==> src/sv/ft3_pkg.sv <==
// Shared types, constants and a helper function of the FT3 channel extractor.
package ft3_pkg;

  localparam int MAX_CHANNELS = 32;
  localparam int CH_CNT_W     = 6;
  localparam int CH_IDX_W     = 5;
  localparam int CODES_W      = 48;
  localparam int CFG_DATA_W   = 48;
  localparam int CFG_IDX_W    = 2;
  localparam int FIFO_DEPTH   = 4;
  localparam int FIFO_PTR_W   = 2;
  localparam int FIFO_CNT_W   = 3;

  localparam logic [1:0] HEADER_BYTES = 2'd2;
  localparam logic [1:0] GAP_BYTES    = 2'd2;
  localparam logic [4:0] GAP_CHAN_A   = 5'd7;
  localparam logic [4:0] GAP_CHAN_B   = 5'd15;

  localparam logic [1:0] CRC_MODE_PERIODIC = 2'd0;
  localparam logic [1:0] CRC_MODE_CHANNEL  = 2'd2;

  typedef enum logic [CFG_IDX_W-1:0] {
    CFG_CRC_MODE      = 2'd0,
    CFG_CHANNEL_COUNT = 2'd1,
    CFG_CODES_LOW     = 2'd2,
    CFG_CODES_HIGH    = 2'd3
  } ft3_cfg_idx_t;

  typedef struct packed {
    logic [1:0]          crc_mode;
    logic [CH_CNT_W-1:0] channel_count;
    logic [CODES_W-1:0]  codes_low;
    logic [CODES_W-1:0]  codes_high;
  } ft3_cfg_t;

  typedef struct packed {
    logic [CH_IDX_W-1:0] channel_index;
    logic signed [31:0]  channel_value;
    logic                value_valid;
    logic                last_channel;
    logic                frame_truncated;
  } ft3_result_t;

  typedef struct packed {
    logic [1:0]  count;
    ft3_result_t res_a;
    ft3_result_t res_b;
  } ft3_push_t;

  // Applies the length rule to an assembled value; code is length minus one.
  function automatic logic [31:0] finish_value(input logic [2:0] code,
                                               input logic [31:0] acc);
    logic [31:0] v;
    v = acc;
    case (code)
      3'd0:    v = {{24{acc[7]}}, acc[7:0]};
      3'd1:    v = {{16{acc[15]}}, acc[15:0]};
      3'd2:    v = {{8{acc[23]}}, acc[23:0]};
      3'd3:    v = acc;
      default: v = '0;
    endcase
    return v;
  endfunction

endpackage

==> src/sv/ft3_if.sv <==
// Valid/ready channel interfaces for frame bytes and channel results.
interface ft3_in_if;
  logic       valid;
  logic       ready;
  logic [7:0] frame_byte;
  logic       frame_first;
  logic       frame_last;

  modport source (output valid, output frame_byte, output frame_first, output frame_last,
                  input ready);
  modport sink (input valid, input frame_byte, input frame_first, input frame_last,
                output ready);
endinterface

interface ft3_out_if;
  logic               valid;
  logic               ready;
  logic [4:0]         channel_index;
  logic signed [31:0] channel_value;
  logic               value_valid;
  logic               last_channel;
  logic               frame_truncated;

  modport source (output valid, output channel_index, output channel_value,
                  output value_valid, output last_channel, output frame_truncated,
                  input ready);
  modport sink (input valid, input channel_index, input channel_value,
                input value_valid, input last_channel, input frame_truncated,
                output ready);
endinterface

==> src/sv/ft3_parse.sv <==
// Frame parser: start word, check gaps, channel assembly and truncation detection.
module ft3_parse
  import ft3_pkg::*;
(
  input  logic       clk,
  input  logic       rst_n,
  input  ft3_cfg_t   cfg,
  input  logic       step,
  input  logic [7:0] data_byte,
  input  logic       first,
  input  logic       last,
  output ft3_push_t  push
);

  logic [1:0]          hl_r, hl_nxt, hl;
  logic [CH_CNT_W-1:0] ch_r, ch_nxt, ch;
  logic [3:0]          bic_r, bic_nxt, bic;
  logic [31:0]         acc_r, acc_nxt, acc;
  logic [3:0]          mod_r, mod_nxt, mod16;
  logic [1:0]          gap_r, gap_nxt, gap;

  logic [CH_CNT_W-1:0] nch;
  logic [CODES_W-1:0]  sel_codes;
  logic [5:0]          code_pos;
  logic [2:0]          code;
  logic [3:0]          len;
  logic                done;
  logic                trunc;
  ft3_result_t         done_res, trunc_res;

  assign nch = (cfg.channel_count > CH_CNT_W'(MAX_CHANNELS)) ?
               CH_CNT_W'(MAX_CHANNELS) : cfg.channel_count;

  // A first-byte marker restarts parsing before this byte is looked at.
  assign hl    = first ? HEADER_BYTES : hl_r;
  assign ch    = first ? '0 : ch_r;
  assign bic   = first ? '0 : bic_r;
  assign acc   = first ? '0 : acc_r;
  assign mod16 = first ? '0 : mod_r;
  assign gap   = first ? '0 : gap_r;

  assign sel_codes = ch[4] ? cfg.codes_high : cfg.codes_low;
  assign code_pos  = 6'({2'b00, ch[3:0]} * 6'd3);
  assign code      = sel_codes[code_pos +: 3];
  assign len       = {1'b0, code} + 4'd1;

  always_comb begin
    hl_nxt  = hl;
    ch_nxt  = ch;
    bic_nxt = bic;
    acc_nxt = acc;
    mod_nxt = mod16;
    gap_nxt = gap;
    done    = 1'b0;

    done_res.channel_index   = ch[CH_IDX_W-1:0];
    done_res.channel_value   = finish_value(code, {acc[23:0], data_byte});
    done_res.value_valid     = 1'b1;
    done_res.last_channel    = ((ch + 6'd1) == nch);
    done_res.frame_truncated = 1'b0;

    if (hl != 2'd0) begin
      hl_nxt = hl - 2'd1;
    end else if (gap != 2'd0) begin
      gap_nxt = gap - 2'd1;
    end else if (ch < nch) begin
      acc_nxt = {acc[23:0], data_byte};
      bic_nxt = bic + 4'd1;
      mod_nxt = mod16 + 4'd1;
      if (cfg.crc_mode == CRC_MODE_PERIODIC && mod_nxt == 4'd0) begin
        gap_nxt = GAP_BYTES;
      end
      if (bic_nxt >= len) begin
        done    = 1'b1;
        ch_nxt  = ch + 6'd1;
        bic_nxt = '0;
        acc_nxt = '0;
        if (cfg.crc_mode == CRC_MODE_CHANNEL &&
            (ch[4:0] == GAP_CHAN_A || ch[4:0] == GAP_CHAN_B)) begin
          gap_nxt = GAP_BYTES;
        end
      end
    end

    trunc = last && (ch_nxt < nch);
    trunc_res.channel_index   = ch_nxt[CH_IDX_W-1:0];
    trunc_res.channel_value   = '0;
    trunc_res.value_valid     = 1'b0;
    trunc_res.last_channel    = 1'b0;
    trunc_res.frame_truncated = 1'b1;

    // The end of a frame returns the parser to its restart state.
    if (last) begin
      hl_nxt  = HEADER_BYTES;
      ch_nxt  = '0;
      bic_nxt = '0;
      acc_nxt = '0;
      mod_nxt = '0;
      gap_nxt = '0;
    end

    push.count = {1'b0, done} + {1'b0, trunc};
    push.res_a = done ? done_res : trunc_res;
    push.res_b = trunc_res;
  end

  always_ff @(posedge clk) begin
    if (!rst_n) begin
      hl_r  <= HEADER_BYTES;
      ch_r  <= '0;
      bic_r <= '0;
      acc_r <= '0;
      mod_r <= '0;
      gap_r <= '0;
    end else if (step) begin
      hl_r  <= hl_nxt;
      ch_r  <= ch_nxt;
      bic_r <= bic_nxt;
      acc_r <= acc_nxt;
      mod_r <= mod_nxt;
      gap_r <= gap_nxt;
    end
  end

endmodule

==> src/sv/ft3_out_fifo.sv <==
// Small result queue that takes up to two results per cycle and gives one while out_ready is high.
module ft3_out_fifo
  import ft3_pkg::*;
(
  input  logic        clk,
  input  logic        rst_n,
  input  ft3_push_t   push,
  output logic        room2,
  output logic        out_valid,
  input  logic        out_ready,
  output ft3_result_t out_res
);

  ft3_result_t           mem_r [FIFO_DEPTH];
  logic [FIFO_PTR_W-1:0] wr_ptr_r, wr_ptr_nxt;
  logic [FIFO_PTR_W-1:0] rd_ptr_r, rd_ptr_nxt;
  logic [FIFO_CNT_W-1:0] cnt_r, cnt_nxt;
  logic                  pop;
  logic [FIFO_PTR_W-1:0] wr_ptr_b;

  assign room2     = (cnt_r <= FIFO_CNT_W'(FIFO_DEPTH - 2));
  assign out_valid = (cnt_r != '0);
  assign out_res   = mem_r[rd_ptr_r];
  assign pop       = out_valid && out_ready;
  assign wr_ptr_b  = wr_ptr_r + FIFO_PTR_W'(1);

  always_comb begin
    wr_ptr_nxt = wr_ptr_r + push.count;
    rd_ptr_nxt = rd_ptr_r + FIFO_PTR_W'(pop);
    cnt_nxt    = cnt_r + FIFO_CNT_W'(push.count) - FIFO_CNT_W'(pop);
  end

  always_ff @(posedge clk) begin
    if (!rst_n) begin
      wr_ptr_r <= '0;
      rd_ptr_r <= '0;
      cnt_r    <= '0;
    end else begin
      wr_ptr_r <= wr_ptr_nxt;
      rd_ptr_r <= rd_ptr_nxt;
      cnt_r    <= cnt_nxt;
    end
  end

  always_ff @(posedge clk) begin
    if (push.count != 2'd0) begin
      mem_r[wr_ptr_r] <= push.res_a;
    end
    if (push.count == 2'd2) begin
      mem_r[wr_ptr_b] <= push.res_b;
    end
  end

endmodule

==> src/sv/ft3_channel_extractor_top.sv <==
// Top level of the FT3 channel extractor: configuration, input register, parser and result queue.
//
//   Channel  Direction  Handshake        Request carries
//   in_ch    sink       valid/ready      frame_byte, frame_first, frame_last
//   out_ch   source     valid/ready      channel_index, channel_value, value_valid,
//                                        last_channel, frame_truncated
//   cfg_*    sink       write enable     cfg_index, cfg_data (no read-back)
//
// Each accepted byte is held in the input register while the parser works on it; when the
// register is released, its up to two result requests (a completed channel, then a truncation
// flag) are registered into a four-entry result queue, whose head is presented on out_ch.
// A byte is taken every cycle while the queue has room for two more results;
// under output stalls the input register holds and in_ch.ready falls.
// Reset is synchronous and active low; it clears the configuration, parser state and queue.
module ft3_channel_extractor_top
  import ft3_pkg::*;
(
  input  logic                  clk,
  input  logic                  rst_n,
  ft3_in_if.sink                in_ch,
  ft3_out_if.source             out_ch,
  input  logic                  cfg_we,
  input  logic [CFG_IDX_W-1:0]  cfg_index,
  input  logic [CFG_DATA_W-1:0] cfg_data
);

  ft3_cfg_t    cfg_r;
  logic        s1_valid_r, s1_valid_nxt;
  logic [7:0]  s1_byte_r;
  logic        s1_first_r;
  logic        s1_last_r;
  logic        in_accept;
  logic        advance;
  logic        room2;
  ft3_push_t   push;
  ft3_push_t   push_gated;
  ft3_result_t head;

  // Configuration registers; the user must make writes only while the block is idle; unenforced.
  always_ff @(posedge clk) begin
    if (!rst_n) begin
      cfg_r <= '0;
    end else if (cfg_we) begin
      unique case (ft3_cfg_idx_t'(cfg_index))
        CFG_CRC_MODE:      cfg_r.crc_mode      <= cfg_data[1:0];
        CFG_CHANNEL_COUNT: cfg_r.channel_count <= cfg_data[CH_CNT_W-1:0];
        CFG_CODES_LOW:     cfg_r.codes_low     <= cfg_data[CODES_W-1:0];
        CFG_CODES_HIGH:    cfg_r.codes_high    <= cfg_data[CODES_W-1:0];
        default:           cfg_r <= cfg_r;
      endcase
    end
  end

  // The input register is released into the parser only when the queue can take
  // both results that one byte may cause.
  assign advance      = s1_valid_r && room2;
  assign in_ch.ready  = !s1_valid_r || room2;
  assign in_accept    = in_ch.valid && in_ch.ready;
  assign s1_valid_nxt = in_accept ? 1'b1 : (advance ? 1'b0 : s1_valid_r);

  always_ff @(posedge clk) begin
    if (!rst_n) begin
      s1_valid_r <= 1'b0;
    end else begin
      s1_valid_r <= s1_valid_nxt;
    end
  end

  always_ff @(posedge clk) begin
    if (in_accept) begin
      s1_byte_r  <= in_ch.frame_byte;
      s1_first_r <= in_ch.frame_first;
      s1_last_r  <= in_ch.frame_last;
    end
  end

  ft3_parse u_parse (
    .clk       (clk),
    .rst_n     (rst_n),
    .cfg       (cfg_r),
    .step      (advance),
    .data_byte (s1_byte_r),
    .first     (s1_first_r),
    .last      (s1_last_r),
    .push      (push)
  );

  // Results are only pushed on a parser step; otherwise the queue sees no request.
  always_comb begin
    push_gated = push;
    if (!advance) begin
      push_gated.count = 2'd0;
    end
  end

  ft3_out_fifo u_out_fifo (
    .clk       (clk),
    .rst_n     (rst_n),
    .push      (push_gated),
    .room2     (room2),
    .out_valid (out_ch.valid),
    .out_ready (out_ch.ready),
    .out_res   (head)
  );

  assign out_ch.channel_index   = head.channel_index;
  assign out_ch.channel_value   = head.channel_value;
  assign out_ch.value_valid     = head.value_valid;
  assign out_ch.last_channel    = head.last_channel;
  assign out_ch.frame_truncated = head.frame_truncated;

endmodule
==> src/flat_wrapper.sv <==
// flat-port wrapper written by rule: the top's interface ports become plain ports
module ft3_channel_extractor_top_flat import ft3_pkg::*;
  (clk, rst_n, cfg_we, cfg_index, cfg_data, in_ch_valid, in_ch_frame_byte, in_ch_frame_first, in_ch_frame_last, in_ch_ready, out_ch_valid, out_ch_channel_index, out_ch_channel_value, out_ch_value_valid, out_ch_last_channel, out_ch_frame_truncated, out_ch_ready);
  ft3_in_if in_ch_i ();
  ft3_out_if out_ch_i ();
  input  logic clk;
  input  logic rst_n;
  input  logic cfg_we;
  input  logic [CFG_IDX_W-1:0] cfg_index;
  input  logic [CFG_DATA_W-1:0] cfg_data;
  input wire logic [$bits(in_ch_i.valid)-1:0] in_ch_valid;
  input wire logic [$bits(in_ch_i.frame_byte)-1:0] in_ch_frame_byte;
  input wire logic [$bits(in_ch_i.frame_first)-1:0] in_ch_frame_first;
  input wire logic [$bits(in_ch_i.frame_last)-1:0] in_ch_frame_last;
  output wire logic [$bits(in_ch_i.ready)-1:0] in_ch_ready;
  output wire logic [$bits(out_ch_i.valid)-1:0] out_ch_valid;
  output wire logic [$bits(out_ch_i.channel_index)-1:0] out_ch_channel_index;
  output wire logic [$bits(out_ch_i.channel_value)-1:0] out_ch_channel_value;
  output wire logic [$bits(out_ch_i.value_valid)-1:0] out_ch_value_valid;
  output wire logic [$bits(out_ch_i.last_channel)-1:0] out_ch_last_channel;
  output wire logic [$bits(out_ch_i.frame_truncated)-1:0] out_ch_frame_truncated;
  input wire logic [$bits(out_ch_i.ready)-1:0] out_ch_ready;
  assign in_ch_i.valid = in_ch_valid;
  assign in_ch_i.frame_byte = in_ch_frame_byte;
  assign in_ch_i.frame_first = in_ch_frame_first;
  assign in_ch_i.frame_last = in_ch_frame_last;
  assign in_ch_ready = in_ch_i.ready;
  assign out_ch_valid = out_ch_i.valid;
  assign out_ch_channel_index = out_ch_i.channel_index;
  assign out_ch_channel_value = out_ch_i.channel_value;
  assign out_ch_value_valid = out_ch_i.value_valid;
  assign out_ch_last_channel = out_ch_i.last_channel;
  assign out_ch_frame_truncated = out_ch_i.frame_truncated;
  assign out_ch_i.ready = out_ch_ready;
  ft3_channel_extractor_top u_core (.clk(clk), .rst_n(rst_n), .in_ch(in_ch_i), .out_ch(out_ch_i), .cfg_we(cfg_we), .cfg_index(cfg_index), .cfg_data(cfg_data));
endmodule
==> config.mk <==
export PLATFORM = sky130hd
export DESIGN_NAME = ft3_channel_extractor_top_flat
export DESIGN_NICKNAME = d
export VERILOG_FILES = /design/src/sv/ft3_pkg.sv /design/src/sv/ft3_if.sv /design/src/sv/ft3_parse.sv /design/src/sv/ft3_out_fifo.sv /design/src/sv/ft3_channel_extractor_top.sv /design/src/flat_wrapper.sv
export SDC_FILE = /design/constraint.sdc
export NUM_CORES = 1
export LEC_CHECK = 0
export BUFFER_PORTS_ARGS = -buffer_cell sky130_fd_sc_hd__buf_4
export CAP_MARGIN = 20
export CORE_MARGIN = 4
export CORE_UTILIZATION = 60
export DETAILED_ROUTE_END_ITERATION = 16
export HOLD_SLACK_MARGIN = 0.03
export PLACE_DENSITY = 0.86
export SYNTH_ARGS = -nofsm -noshare
export SYNTH_HDL_FRONTEND = slang
export SYNTH_HIERARCHICAL = 1
export SYNTH_SLANG_ARGS = --single-unit
==> constraint.sdc <==
create_clock -name clk -period 14.8 [get_ports clk]
set_clock_uncertainty 0.2 [all_clocks]
set_input_delay 2.96 -clock clk [delete_from_list [all_inputs] [get_ports clk]]
set_output_delay 2.96 -clock clk [all_outputs]
set_load 0.1 [all_outputs]
After elaboration in Yosys (flattened, before gate mapping)

Memory sizes are Yosys's and may differ from the RTL's. A register that Yosys moved wholly into a read port is not among the register bits.
Index checks and enable logic that the tools add are counted.
W data, S select, Z words.

$add $sub $neg: 12
Multipliers: 1
Magnitude comparators: 5
Equality and inequality tests: 11
Shift operators: 1
Muxes and demuxes: 50
Reductions and logical operators: 22

Operator list:

| kind                  | number |
|---|---|
| $mux W32              | 6 |
| $pmux W32 S4          | 1 |
| $mux W48              | 1 |
| $shiftx A48 B7 Y3     | 1 |
| $mux W4               | 11 |
| $mux W6               | 7 |
| $mux W40              | 1 |
| $mux W2               | 13 |
| $lt A6 B6 Y1          | 2 |
| $mux W1               | 10 |
| $add A4 B1 Y4 const B | 2 |
| $eq A2 B2 Y1 const B  | 4 |
| $reduce_and A2 Y1     | 4 |
| $reduce_bool A2 Y1    | 4 |
| $add A6 B1 Y6 const B | 1 |
| $eq A3 B2 Y1 const B  | 2 |
| $eq A6 B6 Y1          | 1 |
| $gt A6 B6 Y1 const B  | 1 |
| $logic_and A1 B1 Y1   | 6 |
| $mul A4 B2 Y6 const B | 1 |
| $eq A5 B3 Y1 const B  | 1 |
| $eq A5 B4 Y1 const B  | 1 |
| $add A3 B1 Y4 const B | 1 |
| $ge A4 B4 Y1          | 1 |
| other kinds (16)      | 19 |

Bits in registers: 172
Memory bits (writable): 160
Bits of input ports: 65
Output and inout bits: 42
Word-level logic and storage cells: 120
Memories: 1

Memory list:

| name                    | depth | width | rd ports | clocked after Yosys merged registers in | write ports | RTL line           | text |
|---|---|---|---|---|---|---|---|
| u_core.u_out_fifo.mem_r | 4     | 40    | 1        | 1                                       | 2           | ft3_out_fifo.sv:14 | `ft3_result_t mem_r [FIFO_DEPTH];` |

Longest topological paths before layout

Depth in word-level cells: 16
Depth in mapped cells: 33
Gate-level depth less buffers: 28

Hierarchy

Netlist, hierarchy kept.

Modules (own cells, without submodules):

| module                    | instances | cells an instance | area each (um^2) | seq. area each (um^2) |
|---|---|---|---|---|
| ft3_out_fifo              | 1         | 433               | 8,384.3          | 4,944.7 |
| ft3_channel_extractor_top | 1         | 410               | 4,235.3          | 2,402.3 |
| ft3_parse                 | 1         | 505               | 4,150.2          | 840.8 |

Worst setup path before layout

No wires, ideal clock.

Path type: register -> register
From: reg u_core.u_parse.ch_r[4]
To: mem u_core/u_out_fifo/mem_r[0][0] (netlist bit), enable pin
Library setup time: 0.493 ns
Arrival: 8.117 ns
Required time: 14.107 ns
Path slack: 5.990 ns
Stages on the path, launching flop included: 25
Buffers on the path: 4
Period minus slack after synthesis: 8.810 ns
Path through: dfxtp_1 buf_2 buf_2 mux4_2 nand3_1 o211ai_1 a32o_1 ha_1 ha_1 ha_1 nand2_1 o21a_1 nor3_1 clkbuf_1 clkbuf_1 mux2i_1 ha_1 nor2b_1 o21ai_0 nand4b_1 a31oi_1 ha_1 and3_1 o21bai_1 o21ai_0

RTL lines:

| what                   | RTL line           | text |
|---|---|---|
| from (decl)            | ft3_parse.sv:16    | `logic [CH_CNT_W-1:0] ch_r, ch_nxt, ch;` |
| from (signal assigned) | ft3_parse.sv:117   | `ch_r <= ch_nxt;` |
| to (decl)              | ft3_out_fifo.sv:14 |  |

==> metrics.txt <==
power density of the placed cells 127 mW/mm2; initial core utilization 61.5%; vias in the first global route 11200; post-synthesis instance total 1348; crit path kind reg -> reg; number of port buffers 106; required time of the critical path 14.87 ns; post-DP HPWL 24400 um; CP Data Arrival Time 8.20 ns; unrepaired setup endpoints after global routing no; initial antenna violation count 0; layout cells sized above 1 29.6%; CTS tree yes; Max IR drop VDD 0.0869 mV; Synth cell types 82; Slew Limit Fails 0; worst setup path end u_core/u_out_fifo/mem_r[1][21]$_DFFE_PP_; worst r2r src u_core/u_parse/ch_r[0]$_SDFFE_PN0P_; setup_tns 0 ns; Synth Area in XOR/XNOR 0.791%; CP top delay family simple AND/OR/NAND/NOR gates; largest net degree at the start of global routing 103; Crit. path cell count 24; hold-fix buffers at CTS 0; # IOs 107; Crit Path Max Fanout 30; Pre-antenna DRT Iters 5; Placement Cell Area 0.0175 mm2; Critical R2R Capture u_core/u_out_fifo/mem_r[1][21]$_DFFE_PP_; wire per inst 20.9 um; Max-slew headroom 35.8%; flop2flop setup slack 6.66 ns; Pwr Total 0.00238 W; Iteration-0 DRC Markers 965; Min Hold Slack 0.254 ns; Max stage delay on crit path 0.94 ns; critical path buffer and inverter count 3; core area 0.0273 mm2; Clock transition at path regs 0.06 ns; final wirelength 38100 um; H-tree Lvls 2; die footprint 0.0307 mm2; antenna violation net count after detailed routing 0; clock buffer depth 3; Post-CTS Resized 0; Critical Path Source u_core/u_parse/ch_r[0]$_SDFFE_PN0P_; final hold violation count 0; Post-Synth Adder-Cell Area 2.28%; CTS Buf Count 35; Synth Area in Compound Gates 6.94%; period utilisation layout 55.0%; largest family of logic cells by synthesized area multiplexers; Leakage 7.17 nW; GRT Total Usage 24.4%; startpoint class of the critical path flop; Yosys reg bits 324; critical path, cell by cell nor2b_1 -> inv_2 -> o32ai_1 -> nor2_1 -> a21oi_1 -> a32o_1 -> ha_1 -> ha_1 -> ha_1 -> nand2_1 -> o21a_1 -> nor3_2 -> buf_4 -> mux2_2 -> ha_1 -> and4_1 -> nand2_1 -> nand4b_1 -> a31oi_1 -> ha_1 -> and3_1 -> nor4b_4 -> buf_4 -> mux2_2; sequential area share after synthesis 48.8%; row count 60; setup bufs post-CTS 0; gr ovfl total 0; Post-Synth Simple-Gate Area 9.50%; RePlAce Congestion 0.926; Max-Cap Viols 0; ant diodes 0; filler instances 1861; top cells by area, synth edfxtp_1 (30%), dfxtp_1 (18%), mux2_2 (7.9%), mux2i_1 (7.4%), mux4_2 (6.6%); mux cell area share after synthesis 25.9%; dominant synthesized flop cell edfxtp_1; Die H 175 um; vias 11000; run status completed; crit-path most repeated cell ha_1; min Tclk post-route 8.14 ns; EDFF count, synth 170; number of synthesis warnings 6; Worst Reg-to-Reg Cells 24; Vias/cell 6.04; Die W 175 um; Final Net Count 1516; Yosys top cell area share 30.4%; clock sink count 324; min-delay worst type reg -> reg; cell with the largest stage delay on the worst path dfxtp_1; cell accounting for the most synthesized area edfxtp_1; count of final setup violators 0; Clock Latency Late Sink 0.53 ns; clk root buf clkbuf_16; mapped cell area 0.0168 mm2; P&R area growth vs syn 11.5%; worst-margin pin slew 0.963 ns; fmax 123 MHz; Setup crit end kind flop; Final Cell Area 0.0187 mm2; first-pass GRT wire length 60600 um; DR DRC count 0; share of flip-flops with an asynchronous set or reset 0%; Mean Syn Cell Area 12.4 um2
-- worst min-delay path: stages (launching register included) --
cell	delay, ns
dfxtp_1	0.31
nand2_1	0.05
mux2i_1	0.05
-- worst min-delay path by stage --
stage	to	start	slack [ns]	depth (start not counted)
after floorplan	u_core/u_parse/acc_r[7]$_SDFFE_PN0P_	u_core/u_parse/acc_r[7]$_SDFFE_PN0P_	0.22	2
after global placement	u_core/u_parse/acc_r[7]$_SDFFE_PN0P_	u_core/u_parse/acc_r[7]$_SDFFE_PN0P_	0.24	2
after detailed placement	u_core/u_parse/acc_r[7]$_SDFFE_PN0P_	u_core/u_parse/acc_r[7]$_SDFFE_PN0P_	0.24	2
after CTS	u_core/cfg_r[81]$_SDFFE_PN0P_	u_core/cfg_r[81]$_SDFFE_PN0P_	0.26	2
after global routing	u_core/cfg_r[39]$_SDFFE_PN0P_	u_core/cfg_r[39]$_SDFFE_PN0P_	0.28	2
final	u_core/cfg_r[81]$_SDFFE_PN0P_	u_core/cfg_r[81]$_SDFFE_PN0P_	0.25	2
-- power breakdown --
part           internal, W  leakage, nW  switching, W
logic             0.000151         3.84      0.000378
clock network     0.000514        0.572      0.000359
registers         0.000962         2.75     0.0000194
total              0.00163         7.17      0.000756
-- sequential cells by signal (all words and copies together) (netlist names) --
signal / cells
u_core/s1_last_r: 1
u_core/s1_valid_r: 1
u_core/u_out_fifo/wr_ptr_r: 2
u_core/u_parse/gap_r: 2
u_core/s1_byte_r: 8
u_core/u_out_fifo/rd_ptr_r: 2
u_core/u_parse/ch_r: 6
u_core/u_parse/bic_r: 4
u_core/cfg_r: 104
u_core/s1_first_r: 1
u_core/u_out_fifo/mem_r: 160
u_core/u_parse/hl_r: 2
u_core/u_parse/acc_r: 24
u_core/u_out_fifo/cnt_r: 3
u_core/u_parse/mod_r: 4
-- cell usage after synthesis (all sizes together), types with 2 or more instances --
library cell  instances
a211o                 3
a211oi                6
a21boi                5
a21oi                43
a22o                 32
a31oi                 4
a32o                  2
a32oi                 2
and2                  6
and3                 15
and4bb                2
buf                  99
clkbuf               23
conb                  2
dfxtp               154
edfxtp              170
ha                   29
inv                  24
mux2                164
mux2i               124
mux4                 49
nand2               212
nand2b                6
nand3                 6
nand3b                4
nand4b                2
nor2                 26
nor2b                25
nor3                 13
nor4                  6
nor4b                 4
o211ai                6
o21ai                23
o21bai                4
o221ai                3
o22a                  3
o22ai                 3
o311ai                2
o31ai                 3
o32ai                 2
or3                   4
xnor2                 5
xnor3                 2
xor2                  5
-- layout make-up --
| cell class | count | area (um2) | share of cell area, % |
|---|---|---|---|
| well taps | 372 | 465 | 2.49 |
| clock inverters | 13 | 158 | 0.843 |
| multi-input cells | 910 | 7800 | 41.7 |
| repair buffers | 125 | 978 | 5.23 |
| flip-flops and latches | 324 | 8190 | 43.8 |
| inverters | 25 | 93.8 | 0.502 |
| clock buffers | 51 | 1010 | 5.38 |
-- metrics by stage --
stage	utilization, %	worst slack [ns]	cells
CTS	68.4	6.67	1818
global route	68.6	6.31	1820
detailed placement	64.1	6.75	1754
global placement	64.1	7.02	1754
floorplan	-	5.99	1381
finish	68.6	6.66	1820
-- per-layer routing --
| layer | global-route usage (%) | share of wire (%) | up-vias |
|---|---|---|---|
| li1 | - | - | 5060 |
| met1 | 31.1 | 40 | 5426 |
| met2 | 43.1 | 51 | 402 |
| met3 | 3.29 | 5.6 | 96 |
| met4 | 8.02 | 3.0 | 0 |
| met5 | 0 | 0 | - |
-- kinds of logic after synthesis --
kind of cell / Yosys count
buffers and inverters: 147
other: 2
AOI/OAI and AO/OA: 156
muxes: 337
DFF: 324
xor gates and xnor gates: 12
adders and majority gates: 30
and+or+nand+nor: 340
-- cells in the final DEF, fill, tap and decap left out, drive strengths merged, types with 29 or more instances in the layout --
| cell | count |
|---|---|
| mux2i | 124 |
| edfxtp | 170 |
| conb | 35 |
| mux2 | 164 |
| dfxtp | 154 |
| a22o | 32 |
| buf | 125 |
| ha | 29 |
| mux4 | 49 |
| a21oi | 43 |
| clkbuf | 51 |
| nand2 | 212 |
No activity file was read; power rests on OpenSTA's default activity.
